File: src/rtl/core/gga_pkg.sv
// ----------------------------------------------------------------------------
// gga_pkg
// Shared types and character constants of the GGA sentence parser.
// ----------------------------------------------------------------------------
package gga_pkg;

    localparam logic [7:0] CHR_CR     = 8'h0D;
    localparam logic [7:0] CHR_LF     = 8'h0A;
    localparam logic [7:0] CHR_DOLLAR = 8'h24;
    localparam logic [7:0] CHR_COMMA  = 8'h2C;
    localparam logic [7:0] CHR_POINT  = 8'h2E;
    localparam logic [7:0] CHR_ZERO   = 8'h30;
    localparam logic [7:0] CHR_NINE   = 8'h39;
    localparam logic [7:0] CHR_N_UC   = 8'h4E;
    localparam logic [7:0] CHR_N_LC   = 8'h6E;
    localparam logic [7:0] CHR_E_UC   = 8'h45;
    localparam logic [7:0] CHR_E_LC   = 8'h65;

    typedef enum logic [13:0] {
        PH_HUNT = 14'h0001,
        PH_C0   = 14'h0002,
        PH_H    = 14'h0004,
        PH_M    = 14'h0008,
        PH_S    = 14'h0010,
        PH_LD   = 14'h0020,
        PH_LM   = 14'h0040,
        PH_NS   = 14'h0080,
        PH_C3   = 14'h0100,
        PH_OD   = 14'h0200,
        PH_OM   = 14'h0400,
        PH_EW   = 14'h0800,
        PH_C5   = 14'h1000,
        PH_FIX  = 14'h2000
    } t_phase;

    typedef struct packed {
        logic [7:0] rx_byte;
    } t_rx_beat;

    typedef struct packed {
        logic [6:0]  utc_hours;
        logic [6:0]  utc_minutes;
        logic [16:0] utc_millis;
        logic [6:0]  lat_degrees;
        logic [23:0] lat_min_e5;
        logic        is_north;
        logic [9:0]  lon_degrees;
        logic [23:0] lon_min_e5;
        logic        is_east;
        logic        fix_ok;
    } t_pos_beat;

    typedef struct packed {
        t_phase      phase;
        logic [2:0]  prefix_pos;
        logic [2:0]  digit_count;
        logic        after_point;
        logic        any_digit;
        logic [23:0] accum;
        logic        stopped;
        logic        cr_seen;
        t_pos_beat   held;
    } t_dec_state;

endpackage

File: src/rtl/core/gga_stream_if.sv
// ----------------------------------------------------------------------------
// gga_stream_if
// Valid/ready stream channel carrying one payload beat per handshake.
// ----------------------------------------------------------------------------
interface gga_stream_if #(
    parameter type t_payload = logic [7:0]
);
    logic     valid;
    logic     ready;
    t_payload payload;

    modport source (
        output valid,
        output payload,
        input  ready
    );

    modport sink (
        input  valid,
        input  payload,
        output ready
    );
endinterface

File: src/rtl/core/gga_decode.sv
// ----------------------------------------------------------------------------
// gga_decode
// Next-state logic of the parser: applies one received byte to the decoder
// state and flags when the byte closes a sentence.
// ----------------------------------------------------------------------------
module gga_decode (
    input  gga_pkg::t_dec_state i_state,
    input  logic [7:0]          i_byte,
    output gga_pkg::t_dec_state o_state,
    output logic                o_emit
);
    import gga_pkg::*;

    localparam logic [2:0]  MARK_LEN     = 3'd6;
    localparam logic [2:0]  INT_LEN      = 3'd2;
    localparam logic [2:0]  LON_LEN      = 3'd3;
    localparam logic [2:0]  SEC_PLACES   = 3'd3;
    localparam logic [2:0]  MIN_PLACES   = 3'd5;
    localparam logic [23:0] INT_PART_MAX = 24'd99;

    function automatic t_phase phase_succ(input t_phase p);
        case (p)
            PH_C0:   phase_succ = PH_H;
            PH_H:    phase_succ = PH_M;
            PH_M:    phase_succ = PH_S;
            PH_S:    phase_succ = PH_LD;
            PH_LD:   phase_succ = PH_LM;
            PH_LM:   phase_succ = PH_NS;
            PH_C3:   phase_succ = PH_OD;
            PH_OD:   phase_succ = PH_OM;
            PH_OM:   phase_succ = PH_EW;
            PH_C5:   phase_succ = PH_FIX;
            default: phase_succ = p;
        endcase
    endfunction

    function automatic logic [7:0] mark_char(input logic [2:0] idx);
        case (idx)
            3'd0:    mark_char = CHR_DOLLAR;
            3'd1:    mark_char = 8'h47;
            3'd2:    mark_char = 8'h50;
            3'd3:    mark_char = 8'h47;
            3'd4:    mark_char = 8'h47;
            3'd5:    mark_char = 8'h41;
            default: mark_char = 8'h00;
        endcase
    endfunction

    function automatic t_pos_beat put_num(input t_pos_beat h, input t_phase p,
                                          input logic [23:0] v);
        t_pos_beat r;
        r = h;
        case (p)
            PH_H:    r.utc_hours   = v[6:0];
            PH_M:    r.utc_minutes = v[6:0];
            PH_S:    r.utc_millis  = v[16:0];
            PH_LD:   r.lat_degrees = v[6:0];
            PH_LM:   r.lat_min_e5  = v;
            PH_OD:   r.lon_degrees = v[9:0];
            PH_OM:   r.lon_min_e5  = v;
            default: r = h;
        endcase
        return r;
    endfunction

    function automatic t_dec_state clear_num(input t_dec_state s);
        t_dec_state r;
        r             = s;
        r.digit_count = '0;
        r.after_point = 1'b0;
        r.any_digit   = 1'b0;
        r.accum       = '0;
        return r;
    endfunction

    logic        is_digit;
    logic [23:0] digit_ext;
    logic [23:0] acc10;
    logic [23:0] acc_sat;
    logic [2:0]  field_len;
    logic [2:0]  frac_places;
    logic [2:0]  scale_exp;
    logic [23:0] scaled;

    assign is_digit    = i_byte inside {[CHR_ZERO:CHR_NINE]};
    assign digit_ext   = {20'd0, i_byte[3:0]};
    assign acc10       = (i_state.accum << 3) + (i_state.accum << 1) + digit_ext;
    assign acc_sat     = (acc10 > INT_PART_MAX) ? INT_PART_MAX : acc10;
    assign field_len   = (i_state.phase == PH_OD) ? LON_LEN : INT_LEN;
    assign frac_places = (i_state.phase == PH_S) ? SEC_PLACES : MIN_PLACES;
    assign scale_exp   = frac_places - i_state.digit_count;

    always_comb begin
        case (scale_exp)
            3'd0:    scaled = i_state.accum;
            3'd1:    scaled = i_state.accum * 24'd10;
            3'd2:    scaled = i_state.accum * 24'd100;
            3'd3:    scaled = i_state.accum * 24'd1000;
            3'd4:    scaled = i_state.accum * 24'd10000;
            3'd5:    scaled = i_state.accum * 24'd100000;
            default: scaled = i_state.accum;
        endcase
    end

    always_comb begin
        o_state = i_state;
        o_emit  = 1'b0;
        if (i_byte == CHR_LF && i_state.cr_seen) begin
            o_emit             = (i_state.phase != PH_HUNT);
            o_state.cr_seen    = 1'b0;
            o_state.phase      = PH_HUNT;
            o_state.prefix_pos = '0;
            o_state.stopped    = 1'b0;
            o_state            = clear_num(o_state);
        end else begin
            o_state.cr_seen = (i_byte == CHR_CR);
            if (i_byte == CHR_DOLLAR) begin
                o_state.phase      = PH_HUNT;
                o_state.prefix_pos = 3'd1;
                o_state.stopped    = 1'b0;
                o_state            = clear_num(o_state);
            end else if (i_state.phase == PH_HUNT) begin
                if (i_state.prefix_pos != 3'd0 && i_state.prefix_pos < MARK_LEN &&
                    i_byte == mark_char(i_state.prefix_pos)) begin
                    if (i_state.prefix_pos == MARK_LEN - 3'd1) begin
                        o_state.prefix_pos    = '0;
                        o_state.phase         = PH_C0;
                        o_state.stopped       = 1'b0;
                        o_state               = clear_num(o_state);
                        o_state.held.is_north = 1'b0;
                        o_state.held.is_east  = 1'b0;
                        o_state.held.fix_ok   = 1'b0;
                    end else begin
                        o_state.prefix_pos = i_state.prefix_pos + 3'd1;
                    end
                end else begin
                    o_state.prefix_pos = '0;
                end
            end else if (!i_state.stopped) begin
                case (i_state.phase)
                    PH_C0, PH_C3, PH_C5: begin
                        if (i_byte == CHR_COMMA) begin
                            o_state.phase = phase_succ(i_state.phase);
                            o_state       = clear_num(o_state);
                        end else begin
                            o_state.stopped = 1'b1;
                        end
                    end
                    PH_H, PH_M, PH_LD, PH_OD: begin
                        if (is_digit) begin
                            o_state.accum       = acc10;
                            o_state.digit_count = i_state.digit_count + 3'd1;
                            if (i_state.digit_count + 3'd1 >= field_len) begin
                                o_state.held  = put_num(i_state.held, i_state.phase, acc10);
                                o_state.phase = phase_succ(i_state.phase);
                                o_state       = clear_num(o_state);
                            end
                        end else if (i_state.digit_count != 3'd0) begin
                            // short field: close it, then the byte opens the next one
                            o_state.held  = put_num(i_state.held, i_state.phase,
                                                    i_state.accum);
                            o_state.phase = phase_succ(i_state.phase);
                            o_state       = clear_num(o_state);
                            if (i_state.phase == PH_H) begin
                                o_state.stopped = 1'b1;
                            end else if (i_byte == CHR_POINT) begin
                                o_state.after_point = 1'b1;
                            end else begin
                                o_state.stopped = 1'b1;
                            end
                        end else begin
                            o_state.stopped = 1'b1;
                        end
                    end
                    PH_S, PH_LM, PH_OM: begin
                        if (is_digit) begin
                            o_state.any_digit = 1'b1;
                            if (!i_state.after_point) begin
                                o_state.accum = acc_sat;
                            end else if (i_state.digit_count < frac_places) begin
                                o_state.accum       = acc10;
                                o_state.digit_count = i_state.digit_count + 3'd1;
                            end
                        end else if (i_byte == CHR_POINT && !i_state.after_point) begin
                            o_state.after_point = 1'b1;
                        end else if (!i_state.any_digit) begin
                            o_state.stopped = 1'b1;
                        end else begin
                            o_state.held = put_num(i_state.held, i_state.phase, scaled);
                            if (i_byte == CHR_COMMA) begin
                                o_state.phase = phase_succ(i_state.phase);
                                o_state       = clear_num(o_state);
                            end else begin
                                o_state.stopped = 1'b1;
                            end
                        end
                    end
                    PH_NS: begin
                        o_state.held.is_north = (i_byte == CHR_N_UC) || (i_byte == CHR_N_LC);
                        o_state.phase         = PH_C3;
                    end
                    PH_EW: begin
                        o_state.held.is_east = (i_byte == CHR_E_UC) || (i_byte == CHR_E_LC);
                        o_state.phase        = PH_C5;
                    end
                    PH_FIX: begin
                        if (is_digit) begin
                            if (i_byte != CHR_ZERO) begin
                                o_state.held.fix_ok = 1'b1;
                            end
                        end else begin
                            o_state.stopped = 1'b1;
                        end
                    end
                    default: begin
                        o_state.stopped = 1'b1;
                    end
                endcase
            end
        end
    end

endmodule

File: src/rtl/core/nmea_gga_sentence_parser.sv
// ----------------------------------------------------------------------------
// nmea_gga_sentence_parser
// Streaming decoder of $GPGGA sentences: time, latitude, longitude, fix.
// ----------------------------------------------------------------------------
// Takes one serial byte per beat on i_rx and emits one position beat on o_pos
// for each CR LF that closes a $GPGGA sentence. A byte can be taken on every
// cycle while the input does not stall: it is registered in the input
// register, then the next-state decode (one multiply-by-ten accumulate and one
// constant scaling per byte) updates the decoder state and loads the output
// register as the byte leaves the input register. The input stalls only while
// a result waits in the output register and the pending byte would produce
// another one.
module nmea_gga_sentence_parser (
    input  logic         i_clk,
    input  logic         i_rst_n,
    gga_stream_if.sink   i_rx,
    gga_stream_if.source o_pos
);
    import gga_pkg::*;

    logic       r_in_valid;
    logic [7:0] r_in_byte;
    t_dec_state r_state;
    t_dec_state w_next;
    logic       w_emit;
    logic       w_adv;
    logic       r_out_valid;
    t_pos_beat  r_out;

    gga_decode u_decode (
        .i_state (r_state),
        .i_byte  (r_in_byte),
        .o_state (w_next),
        .o_emit  (w_emit)
    );

    assign w_adv         = r_in_valid && (!w_emit || !r_out_valid || o_pos.ready);
    assign i_rx.ready    = !r_in_valid || w_adv;
    assign o_pos.valid   = r_out_valid;
    assign o_pos.payload = r_out;

    always_ff @(posedge i_clk) begin
        if (!i_rst_n) begin
            r_in_valid          <= 1'b0;
            r_out_valid         <= 1'b0;
            r_state.phase       <= PH_HUNT;
            r_state.prefix_pos  <= '0;
            r_state.digit_count <= '0;
            r_state.after_point <= 1'b0;
            r_state.any_digit   <= 1'b0;
            r_state.accum       <= '0;
            r_state.stopped     <= 1'b0;
            r_state.cr_seen     <= 1'b0;
            r_state.held        <= '0;
        end else begin
            if (i_rx.ready) begin
                r_in_valid <= i_rx.valid;
            end
            if (w_adv) begin
                r_state <= w_next;
            end
            if (w_adv && w_emit) begin
                r_out_valid <= 1'b1;
            end else if (o_pos.ready) begin
                r_out_valid <= 1'b0;
            end
        end
    end

    always_ff @(posedge i_clk) begin
        if (i_rx.valid && i_rx.ready) begin
            r_in_byte <= i_rx.payload.rx_byte;
        end
        if (w_adv && w_emit) begin
            r_out <= r_state.held;
        end
    end

endmodule

File: src/flat_wrapper.sv
// flat-port wrapper written by rule: the top's interface ports become plain ports
module nmea_gga_sentence_parser_flat import gga_pkg::*;
  (i_clk, i_rst_n, i_rx_valid, i_rx_payload, i_rx_ready, o_pos_valid, o_pos_payload, o_pos_ready);
  gga_stream_if #(.t_payload(t_rx_beat)) i_rx_i ();
  gga_stream_if #(.t_payload(t_pos_beat)) o_pos_i ();
  input  logic i_clk;
  input  logic i_rst_n;
  input wire logic [$bits(i_rx_i.valid)-1:0] i_rx_valid;
  input wire logic [$bits(i_rx_i.payload)-1:0] i_rx_payload;
  output wire logic [$bits(i_rx_i.ready)-1:0] i_rx_ready;
  output wire logic [$bits(o_pos_i.valid)-1:0] o_pos_valid;
  output wire logic [$bits(o_pos_i.payload)-1:0] o_pos_payload;
  input wire logic [$bits(o_pos_i.ready)-1:0] o_pos_ready;
  assign i_rx_i.valid = i_rx_valid;
  assign i_rx_i.payload = i_rx_payload;
  assign i_rx_ready = i_rx_i.ready;
  assign o_pos_valid = o_pos_i.valid;
  assign o_pos_payload = o_pos_i.payload;
  assign o_pos_i.ready = o_pos_ready;
  nmea_gga_sentence_parser u_core (.i_clk(i_clk), .i_rst_n(i_rst_n), .i_rx(i_rx_i), .o_pos(o_pos_i));
endmodule
File: config.mk
export PLATFORM = sky130hd
export DESIGN_NAME = nmea_gga_sentence_parser_flat
export DESIGN_NICKNAME = d
export VERILOG_FILES = /design/src/rtl/core/gga_pkg.sv /design/src/rtl/core/gga_stream_if.sv /design/src/rtl/core/gga_decode.sv /design/src/rtl/core/nmea_gga_sentence_parser.sv /design/src/flat_wrapper.sv
export SDC_FILE = /design/constraint.sdc
export NUM_CORES = 1
export LEC_CHECK = 0
export BUFFER_PORTS_ARGS = -buffer_cell sky130_fd_sc_hd__buf_2
export CAP_MARGIN = 25
export CORE_ASPECT_RATIO = 0.5
export CORE_UTILIZATION = 40
export CTS_CLUSTER_DIAMETER = 150
export DETAILED_ROUTE_END_ITERATION = 10
export MAX_ROUTING_LAYER = met4
export SLEW_MARGIN = 10
export SYNTH_ARGS = -nofsm -noshare
export SYNTH_HDL_FRONTEND = slang
export SYNTH_SLANG_ARGS = --single-unit
export TNS_END_PERCENT = 100
File: constraint.sdc
create_clock -name i_clk -period 14.3 [get_ports i_clk]
set_clock_uncertainty 0.1 [all_clocks]
set_input_delay 0 -clock i_clk [delete_from_list [all_inputs] [get_ports i_clk]]
set_output_delay 0 -clock i_clk [all_outputs]
set_load 0.03 [all_outputs]
==> results of run 1 <==
[kinds of logic after synthesis]
logic type,Yosys count,share of synthesized area
and+or+nand+nor,637,0.146
xor gates and xnor gates,110,0.0454
AOI/OAI and AO/OA,563,0.168
adders and majority gates,330,0.243
DFF,256,0.292
buffers and inverters,455,0.0818
muxes,49,0.0234
[metrics by stage]
stage | setup WS, ns | utilization | hold slack [ns] | power [mW]
floorplan | 9.26 | - | -0.00113 | 0.795
global placement | 7.93 | 0.431 | 0.0795 | 0.805
detailed placement | 7.96 | 0.431 | 0.0792 | 0.806
CTS | 7.97 | 0.454 | 0.0628 | 1.60
global route | 7.65 | 0.454 | 0.0841 | 1.64
finish | 7.83 | 0.454 | 0.0721 | 1.59
[sequential cells by signal, indices dropped and copies added, names as in the netlist]
signal	flops
u_core.r_state	147
u_core.o_pos.payload	99
u_core.r_in_byte	8
u_core.o_pos.valid	1
u_core.r_in_valid	1
[power by group]
part	internal (mW)	total, mW	switching (mW)
Combinational	0.0104	0.0310	0.0206
Sequential	0.757	0.763	0.00563
Clock	0.486	0.798	0.312
[worst max-delay path: stages, from the launching register on]
cell and delay, ns:
dfxtp_1 0.39, or4_1 0.71, nor3_1 0.52, nand4b_1 0.47, ha_1 0.37, inv_1 0.07
fa_1 0.71, nor2b_1 0.30, o21ba_2 0.50, nand2_1 0.44, nand2_1 0.49, nor2_1 0.07
nor4_1 0.96, nand2_1 0.12, a21oi_1 0.17
[layout make-up]
class                      count  share of cell area
clock inverter                20              0.0114
multi-input combinational   1689               0.561
clock buffer                  32              0.0328
sequential                   256               0.261
timing repair buffer         156              0.0398
tap                          701              0.0370
inverter                     358              0.0567
[what timing repair did]
item,CTS,global route
resized for setup,0,0
hold buffers,12,0
hold endpoints to repair,40,0
endpoints found under the setup margin,0,0
[routing by layer]
| layer | vias to the layer above | GRT usage | part of all wire |
|---|---|---|---|
| met5 | - | - | 0 |
| met4 | 0 | 0.0748 | 0.028 |
| met3 | 112 | 0.0282 | 0.075 |
| met2 | 698 | 0.409 | 0.44 |
| met1 | 8898 | 0.370 | 0.45 |
| li1 | 8493 | - | - |
[cell usage after synthesis (all sizes together), types with 7 or more instances]
cell type | instances | area (sq um)
dfxtp | 149 | 2980
and3 | 9 | 56.3
nor3 | 47 | 235
nor2 | 172 | 651
nand3 | 36 | 180
nand4 | 24 | 150
or4 | 13 | 103
or2 | 9 | 56.3
mux2i | 44 | 440
nor4 | 21 | 159
o21ai | 108 | 541
o21bai | 11 | 82.6
a211oi | 27 | 203
edfxtp | 107 | 3210
inv | 357 | 1340
o22ai | 17 | 106
a21o | 20 | 150
o2111ai | 9 | 78.8
and2 | 9 | 56.3
a21oi | 177 | 886
nor2b | 19 | 119
o21a | 20 | 150
nand2 | 217 | 817
a31oi | 39 | 244
o31ai | 11 | 82.6
nand3b | 7 | 65.1
xnor2 | 68 | 596
nand2b | 20 | 125
ha | 193 | 2410
a221oi | 10 | 87.6
xor2 | 42 | 368
a22oi | 30 | 225
a2111oi | 8 | 70.1
o221ai | 7 | 61.3
clkbuf | 77 | 289
nor4b | 7 | 82.6
fa | 137 | 2740
buf | 20 | 103
o211ai | 13 | 97.6
[final timing paths]
path                                         start                                  to  depth (start not counted)  slack (ns)
setup / recovery  u_core.r_state[142]$_SDFFE_PN0P_     u_core.r_state[75]$_SDFFE_PN0P_                         14        7.83
hold / removal                     i_rx_payload[5]       u_core.r_in_byte[5]$_DFFE_PP_                          2        0.07
setup reg to reg  u_core.r_state[142]$_SDFFE_PN0P_     u_core.r_state[75]$_SDFFE_PN0P_                         14        7.83
hold reg to reg    u_core.r_state[42]$_SDFFE_PN0P_  u_core.o_pos.payload[42]$_DFFE_PP_                          0        0.33
==> impl_metrics.toml, run 1 <==
[clock_tree]
cts_buffers = 28
clock_path_buffers = 3
clk_latency_ns = 0.57
cts_tree = "done"
clkSlewWorstSetupHoldPaths_ns = 0.06
clock-sinks = 256
post_cts_buffers = 0
root_buffer = "clkbuf_16"
htree_levels = 1

[placement]
gp_congestion = 1.03
post-place-cells = 3146
hpwlAfterDp_um = 54800
place_area_sq_um = 22500
io_buffer_count = 112

[logic_synthesis]
seq_area_frac_synth = 0.292
yosys_warnings = 0
ys.flop_type = "dfxtp_1"
synth_fp_nets = 2742
netlist_area_sq_um = 21200
synth-edff-count = 107
synth.avg_cell_area_sq_um = 8.84
postSynth.asyncResetShare = 0
synth_cell_types = 94
synthCells = 2400
ys_ff_latch = 256

[floorplan]
die_w_um = 328
die_h_um = 165
pin_count = 113
coreArea_sq_um = 52200
die-area_sq_um = 54000
initial_core_util = 0.406
rows = 59

[detailed_routing]
vias_per_cell = 5.67
detail-route-antenna-nets = 0
drc = 0
vias = 18200
drtPass1Iterations = 5
wl_per_cell_um = 21.9
wirelength_um = 70200
drtIter0Drc = 1906

[layout]
layout_common_cells = "inv_1 (355), nand2_1 (216), ha_1 (193)"
stdcell_count = 3212
multi_input_comb_area_sq_um = 13300
synthToLayoutAreaGrowth_pct = 11.8
fin_area_sq_um = 23700
fillers = 5121
nNetsFinal = 2831
drive_gt1_frac = 0.0908
diodes = 0
final_common_cell = "inv_1"
regArea_sq_um = 6200

[timing]
max_freq_mhz = 155
slew_headroom = 0.230
fin_crit_sh = 0.452
rsz0062_at_grt = "false"
setup_viol = 0
fin_crit_ns = 6.47
slew_viol_final = 0
fin_setup_tns_ns = 0
hold_violations = 0
tightest_slew_ns = 1.14

[setup_path]
path_class = "reg -> reg"
critPathLaunchType = "register"
worstPathRequired_ns = 14.70
critPathArrivalTime_ns = 6.87
crit_path_end_kind = "register"
crit_path_max_fanout = 15

[run]
max_cap_violations = 0

[grt]
grt_pass1_wl_um = 107000
grtUsageTotal = 0.265
grt_max_degree = 95
grt_pass1_vias = 17500
antenna_found_initial = 0
overflow = 0

[pwr]
peakVddDrop_mv = 0.0722
power_density_nw_per_um2 = 67.1
leakage_nw = 10.2

[worst_hold_path]
hp-class = "in -> reg"

[status]
status = "finished clean"
Power figures use the tool's default switching activity.
==> inputs of run 2 (changes only) <==
==> constraint.sdc (replaced) <==
create_clock -name i_clk -period 6 [get_ports i_clk]
set_clock_uncertainty 0.1 [all_clocks]
set_input_delay 0 -clock i_clk [delete_from_list [all_inputs] [get_ports i_clk]]
set_output_delay 0 -clock i_clk [all_outputs]
set_load 0.03 [all_outputs]
==> run 2 against run 1 <==
  * Register-to-register slack worse by 7.6 ns
  * Sequential cell count did not move
  * Critical path depth up 3
  * Count of clock-buffer cells in the layout grew 1
==> impl_metrics.toml, run 2 (synthesized netlist as in run 1, its figures left out) <==
[status]
status = "finished clean"

[pwr]
peakVddDrop_mv = 0.213
power_density_nw_per_um2 = 157
leakage_nw = 10.5
total_power_mw = 3.78

[detailed_routing]
drc = 0
drtIter0Drc = 1819
vias_per_cell = 5.63
wl_per_cell_um = 22.3
wirelength_um = 72700
detail-route-antenna-nets = 0
drtPass1Iterations = 6
vias = 18400

[setup_path]
crit_path_end_kind = "register"
worstPathRequired_ns = 6.34
crit_path_max_fanout = 7
path_class = "reg -> reg"
r2r-start = "u_core.r_state[106]$_SDFFE_PN0P_"
critPathLaunchType = "register"
crit_start = "u_core.r_state[106]$_SDFFE_PN0P_"
critPathArrivalTime_ns = 6.13

[placement]
hpwlAfterDp_um = 57900
gp_congestion = 0.996
io_buffer_count = 112
place_ws_ns = 0.340

[floorplan]
initial_core_util = 0.406
rows = 59
die_w_um = 328
die_h_um = 165
pin_count = 113
coreArea_sq_um = 52200
die-area_sq_um = 54000

[clock_tree]
cts_buffers = 27
clkSlewWorstSetupHoldPaths_ns = 0.07
htree_levels = 1
clk_latency_ns = 0.59
post_cts_buffers = 0
clock-sinks = 256
cts_tree = "done"
root_buffer = "clkbuf_16"
clock_path_buffers = 3

[run]
max_cap_violations = 0

[grt]
overflow = 0
grt_pass1_wl_um = 109000
grtUsageTotal = 0.275
grt_pass1_vias = 17500
antenna_found_initial = 1
grt_max_degree = 92

[layout]
nNetsFinal = 2876
layout_common_cells = "inv_1 (355), nand2_1 (216), ha_1 (193)"
fillers = 5043
synthToLayoutAreaGrowth_pct = 13.2
final_util = 0.460
drive_gt1_frac = 0.106
multi_input_comb_area_sq_um = 13300
largest_reg_flops = 147
final_common_cell = "inv_1"
largest_register = "u_core.r_state"
regArea_sq_um = 6200

[timing]
setup_viol = 0
slew_viol_final = 0
max_freq_mhz = 173
fin_crit_sh = 0.964
hold_violations = 0
finalWorstSetupSlack_ns = 0.216
tightest_slew_ns = 1.09
fin_setup_tns_ns = 0
rsz0062_at_grt = "false"
slew_headroom = 0.268
fin_crit_ns = 5.78

[worst_hold_path]
hp-class = "in -> reg"
min_from = "i_rx_payload[1]"
## run 2: cell count changes in the layout (fill, tap and decap cells not counted), moves of 2 or more
cell       change
clkbuf_1       +3
clkbuf_16      -2
clkinv_1       -3
inv_8          +2
inv_6          -2
buf_4         +48
## run 2: worst max-delay path, stage by stage (launching register included)
cell and delay (ns):
dfxtp_1 0.53, ha_1 0.34, ha_1 0.24, fa_1 0.49, inv_1 0.05, fa_1 0.50
fa_1 0.58, inv_1 0.05, ha_1 0.35, a2111oi_0 0.43, o21ai_0 0.20, a31oi_1 0.42
o21bai_1 0.19, a41o_1 0.30, xnor2_1 0.15, nor2_1 0.06, o41ai_1 0.51, a31oi_1 0.15
## run 2: stage by stage
stage | std cells | hold slack, ns | cell area [sq um]
6_report | 3257 | 0.0349 | 24000
5_1_grt | 3257 | 0.0303 | 24000
4_1_cts | 3255 | 0.00920 | 24000
3_5_place_dp | 3193 | 0.0782 | 22900
3_3_place_gp | 3191 | 0.0785 | 22900
2_1_floorplan | 2400 | -0.00113 | 21200
## run 2: timing repair
action,in CTS,in global routing
resized for setup,0,0
hold buffers,12,0
hold endpoints to repair,38,0
## run 2: power breakdown
| group | switching, mW | leakage, nW | internal (mW) | total (mW) |
|---|---|---|---|---|
| logic | 0.0478 | 7.87 | 0.0227 | 0.0705 |
| registers | 0.0134 | 2.11 | 1.80 | 1.82 |
| clock network | 0.783 | 0.477 | 1.11 | 1.89 |
| total | 0.844 | 10.5 | 2.94 | 3.78 |
## run 2: worst paths after layout
| check | to | slack (ns) | cells after the start |
|---|---|---|---|
| worst min-delay path | u_core.r_in_byte[1]$_DFFE_PP_ | 0.03 | 2 |
| worst min register to register | u_core.o_pos.payload[91]$_DFFE_PP_ | 0.33 | 0 |
| worst max-delay path | u_core.r_state[60]$_SDFFE_PN0P_ | 0.22 | 17 |
| worst max register to register | u_core.r_state[60]$_SDFFE_PN0P_ | 0.22 | 17 |
## run 2: metal layers
layer,GRT usage,share of wire,routed length [um]
met4,0.0650,0.024,1730
met1,0.382,0.46,33700
met3,0.0619,0.085,6170
met2,0.405,0.43,31100
met5,-,0,0
## run 2: area by class of cell
| class | count | area share |
|---|---|---|
| Multi-Input combinational cell | 1689 | 0.554 |
| Sequential cell | 256 | 0.258 |
| Inverter | 358 | 0.0560 |
| Timing Repair Buffer | 202 | 0.0539 |
| Tap cell | 701 | 0.0365 |
| Clock buffer | 33 | 0.0308 |
| Clock inverter | 17 | 0.0107 |
| Antenna cell | 1 | 0.000104 |
==> inputs of run 3 (changes only) <==
--- a/config.mk
+++ b/config.mk
@@ -5,6 +5,7 @@
 export SDC_FILE = /design/constraint.sdc
 export NUM_CORES = 1
 export LEC_CHECK = 0
+export ABC_AREA = 1
 export BUFFER_PORTS_ARGS = -buffer_cell sky130_fd_sc_hd__buf_2
 export CAP_MARGIN = 25
 export CORE_ASPECT_RATIO = 0.5
==> run 3 against run 2 <==
  * Cell count is 21% higher
  * Synthesized area increased by 5.7%
  * Sequential power barely moved
  * Largest cell class unchanged
  * Count of clock-buffer cells in the layout shrank 1
  * Largest power group is now sequential cells
  * Global-route usage up 2.1 points
  * Critical path depth is 6 higher
  * Fmax rose by 3.2%
==> impl_metrics.toml, run 3 <==
[status]
status = "finished clean"

[clock_tree]
htree_levels = 1
clkSlewWorstSetupHoldPaths_ns = 0.07
post_cts_buffers = 0
clock_path_buffers = 3
clk_latency_ns = 0.56
cts_buffers = 26
root_buffer = "clkbuf_16"
clock-sinks = 256
cts_tree = "done"

[logic_synthesis]
synth.top_cell.area_share = 0.143
synth_fp_nets = 3392
netlist_area_sq_um = 22400
synthCells = 3050
yosys_warnings = 0
synth_cell_types = 57
ys_ff_latch = 256
synth-edff-count = 107
ys_top_cells_by_area = "edfxtp_1 (14%), dfxtp_1 (13%), fa_1 (12%), ha_1 (11%), nand2_1 (10%)"
yosysMostFrequentCell = "nand2_1"
synth.avg_cell_area_sq_um = 7.36
ys.flop_type = "dfxtp_1"
postSynth.asyncResetShare = 0
synth_largest_area_cell = "edfxtp_1"
synth_common_cells = "nand2_1 (621), inv_1 (572), nor2_1 (338)"
seq_area_frac_synth = 0.276

[floorplan]
initial_core_util = 0.411
die_h_um = 169
rows = 60
die_w_um = 337
pin_count = 113
die-area_sq_um = 57100
coreArea_sq_um = 54600

[detailed_routing]
vias_per_cell = 5.29
detail-route-antenna-nets = 0
wirelength_um = 82500
drc = 0
drtPass1Iterations = 5
drtIter0Drc = 1938
wl_per_cell_um = 20.8
vias = 20900

[timing]
hold_violations = 0
fin_crit_sh = 0.934
setup_viol = 0
hold_slack_ns = 0.0587
finalWorstSetupSlack_ns = 0.396
fin_crit_ns = 5.60
fin_setup_tns_ns = 0
slew_headroom = 0.432
tightest_slew_ns = 0.852
max_freq_mhz = 178
slew_viol_final = 0
rsz0062_at_grt = "false"

[layout]
largest_register = "u_core.r_state"
final_common_cell = "nand2_1"
fillers = 5622
stdcell_count = 3957
final_util = 0.458
multi_input_comb_area_sq_um = 13800
layout_common_cells = "nand2_1 (621), inv_1 (571), nor2_1 (336)"
synthToLayoutAreaGrowth_pct = 11.5
fin_area_sq_um = 25000
drive_gt1_frac = 0.0881
largest_reg_flops = 147
regArea_sq_um = 6200
nNetsFinal = 3534

[placement]
post-place-cells = 3896
io_buffer_count = 112
place_area_sq_um = 24000
place_ws_ns = 0.428
hpwlAfterDp_um = 67800
gp_congestion = 1.04

[worst_hold_path]
hp-class = "in -> reg"

[pwr]
peakVddDrop_mv = 0.178
total_power_mw = 3.62
power_density_nw_per_um2 = 145
leakage_nw = 12.9

[grt]
antenna_found_initial = 2
grt_pass1_vias = 20100
grtUsageTotal = 0.296
grt_pass1_wl_um = 123000
grt_max_degree = 75
overflow = 0

[setup_path]
critPathArrivalTime_ns = 5.93
crit_path_max_fanout = 8
crit_path_end_kind = "register"
path_class = "reg -> reg"
worstPathRequired_ns = 6.33
critPathLaunchType = "register"

[run]
max_cap_violations = 0
run 3: power breakdown:
group          switching, mW  leakage, nW  internal, mW
Combinational         0.0709         10.1        0.0292
Clock                  0.717        0.443         0.992
Sequential           0.00868         2.39          1.81
run 3: critical path: stages, from the launching register on:
cell     delay (ns)
dfxtp_1        0.59
buf_4          0.25
fa_1           0.46
ha_1           0.34
inv_1          0.06
fa_1           0.55
inv_1          0.05
ha_1           0.26
inv_1          0.05
fa_1           0.56
inv_1          0.05
ha_1           0.36
a21oi_1        0.21
nor2_1         0.06
nor2_1         0.19
nand3_1        0.18
nor2_1         0.16
o21ai_0        0.15
nor2_1         0.39
nand3_1        0.12
nand2_1        0.08
nand2_1        0.05
nand2_1        0.10
a21oi_1        0.07
run 3: final timing paths:
| kind | from | to | slack, ns | cells after the start |
|---|---|---|---|---|
| worst max register to register | u_core.r_state[106]$_SDFFE_PN0P_ | u_core.r_state[20]$_SDFFE_PN0P_ | 0.40 | 23 |
| worst max-delay path | u_core.r_state[106]$_SDFFE_PN0P_ | u_core.r_state[20]$_SDFFE_PN0P_ | 0.40 | 23 |
| worst min-delay path | i_rx_payload[6] | u_core.r_in_byte[6]$_DFFE_PP_ | 0.06 | 2 |
| worst min register to register | u_core.r_state[11]$_SDFFE_PN0P_ | u_core.o_pos.payload[11]$_DFFE_PP_ | 0.33 | 0 |
run 3: timing repair:
item                                    in CTS  in global routing
endpoints found under the setup margin       0                  4
hold buffers                                12                  0
hold endpoints to repair                    47                  0
gates resized for setup                      0                  2
run 3: cells by family (layout without fill, tap and decap cells):
family                   after synthesis  after routing  synth area share
AND/OR/NAND/NOR                     1327           1327             0.261
buffers and inverters                641            803             0.111
AO/OA/AOI/OAI                        471            471             0.113
adder cells (fa/ha/maj)              330            330             0.230
flip-flops                           256            256             0.276
XOR/XNOR                              25             25           0.00976
other                                  0              1                 0
run 3: metal layers:
layer,track usage,vias up,share of wire
li1,-,10100,-
met1,0.416,10000,0.47
met2,0.444,738,0.43
met3,0.0554,88,0.080
met4,0.0575,0,0.020
met5,-,-,0
run 3: area by class of cell:
cell class,count,area share
Timing Repair Buffer,165,0.0398
Clock inverter,16,0.00705
Clock buffer,32,0.0290
Multi-Input combinational cell,2153,0.550
Antenna cell,1,0.000100
Tap cell,744,0.0372
Sequential cell,256,0.248
Inverter,590,0.0889
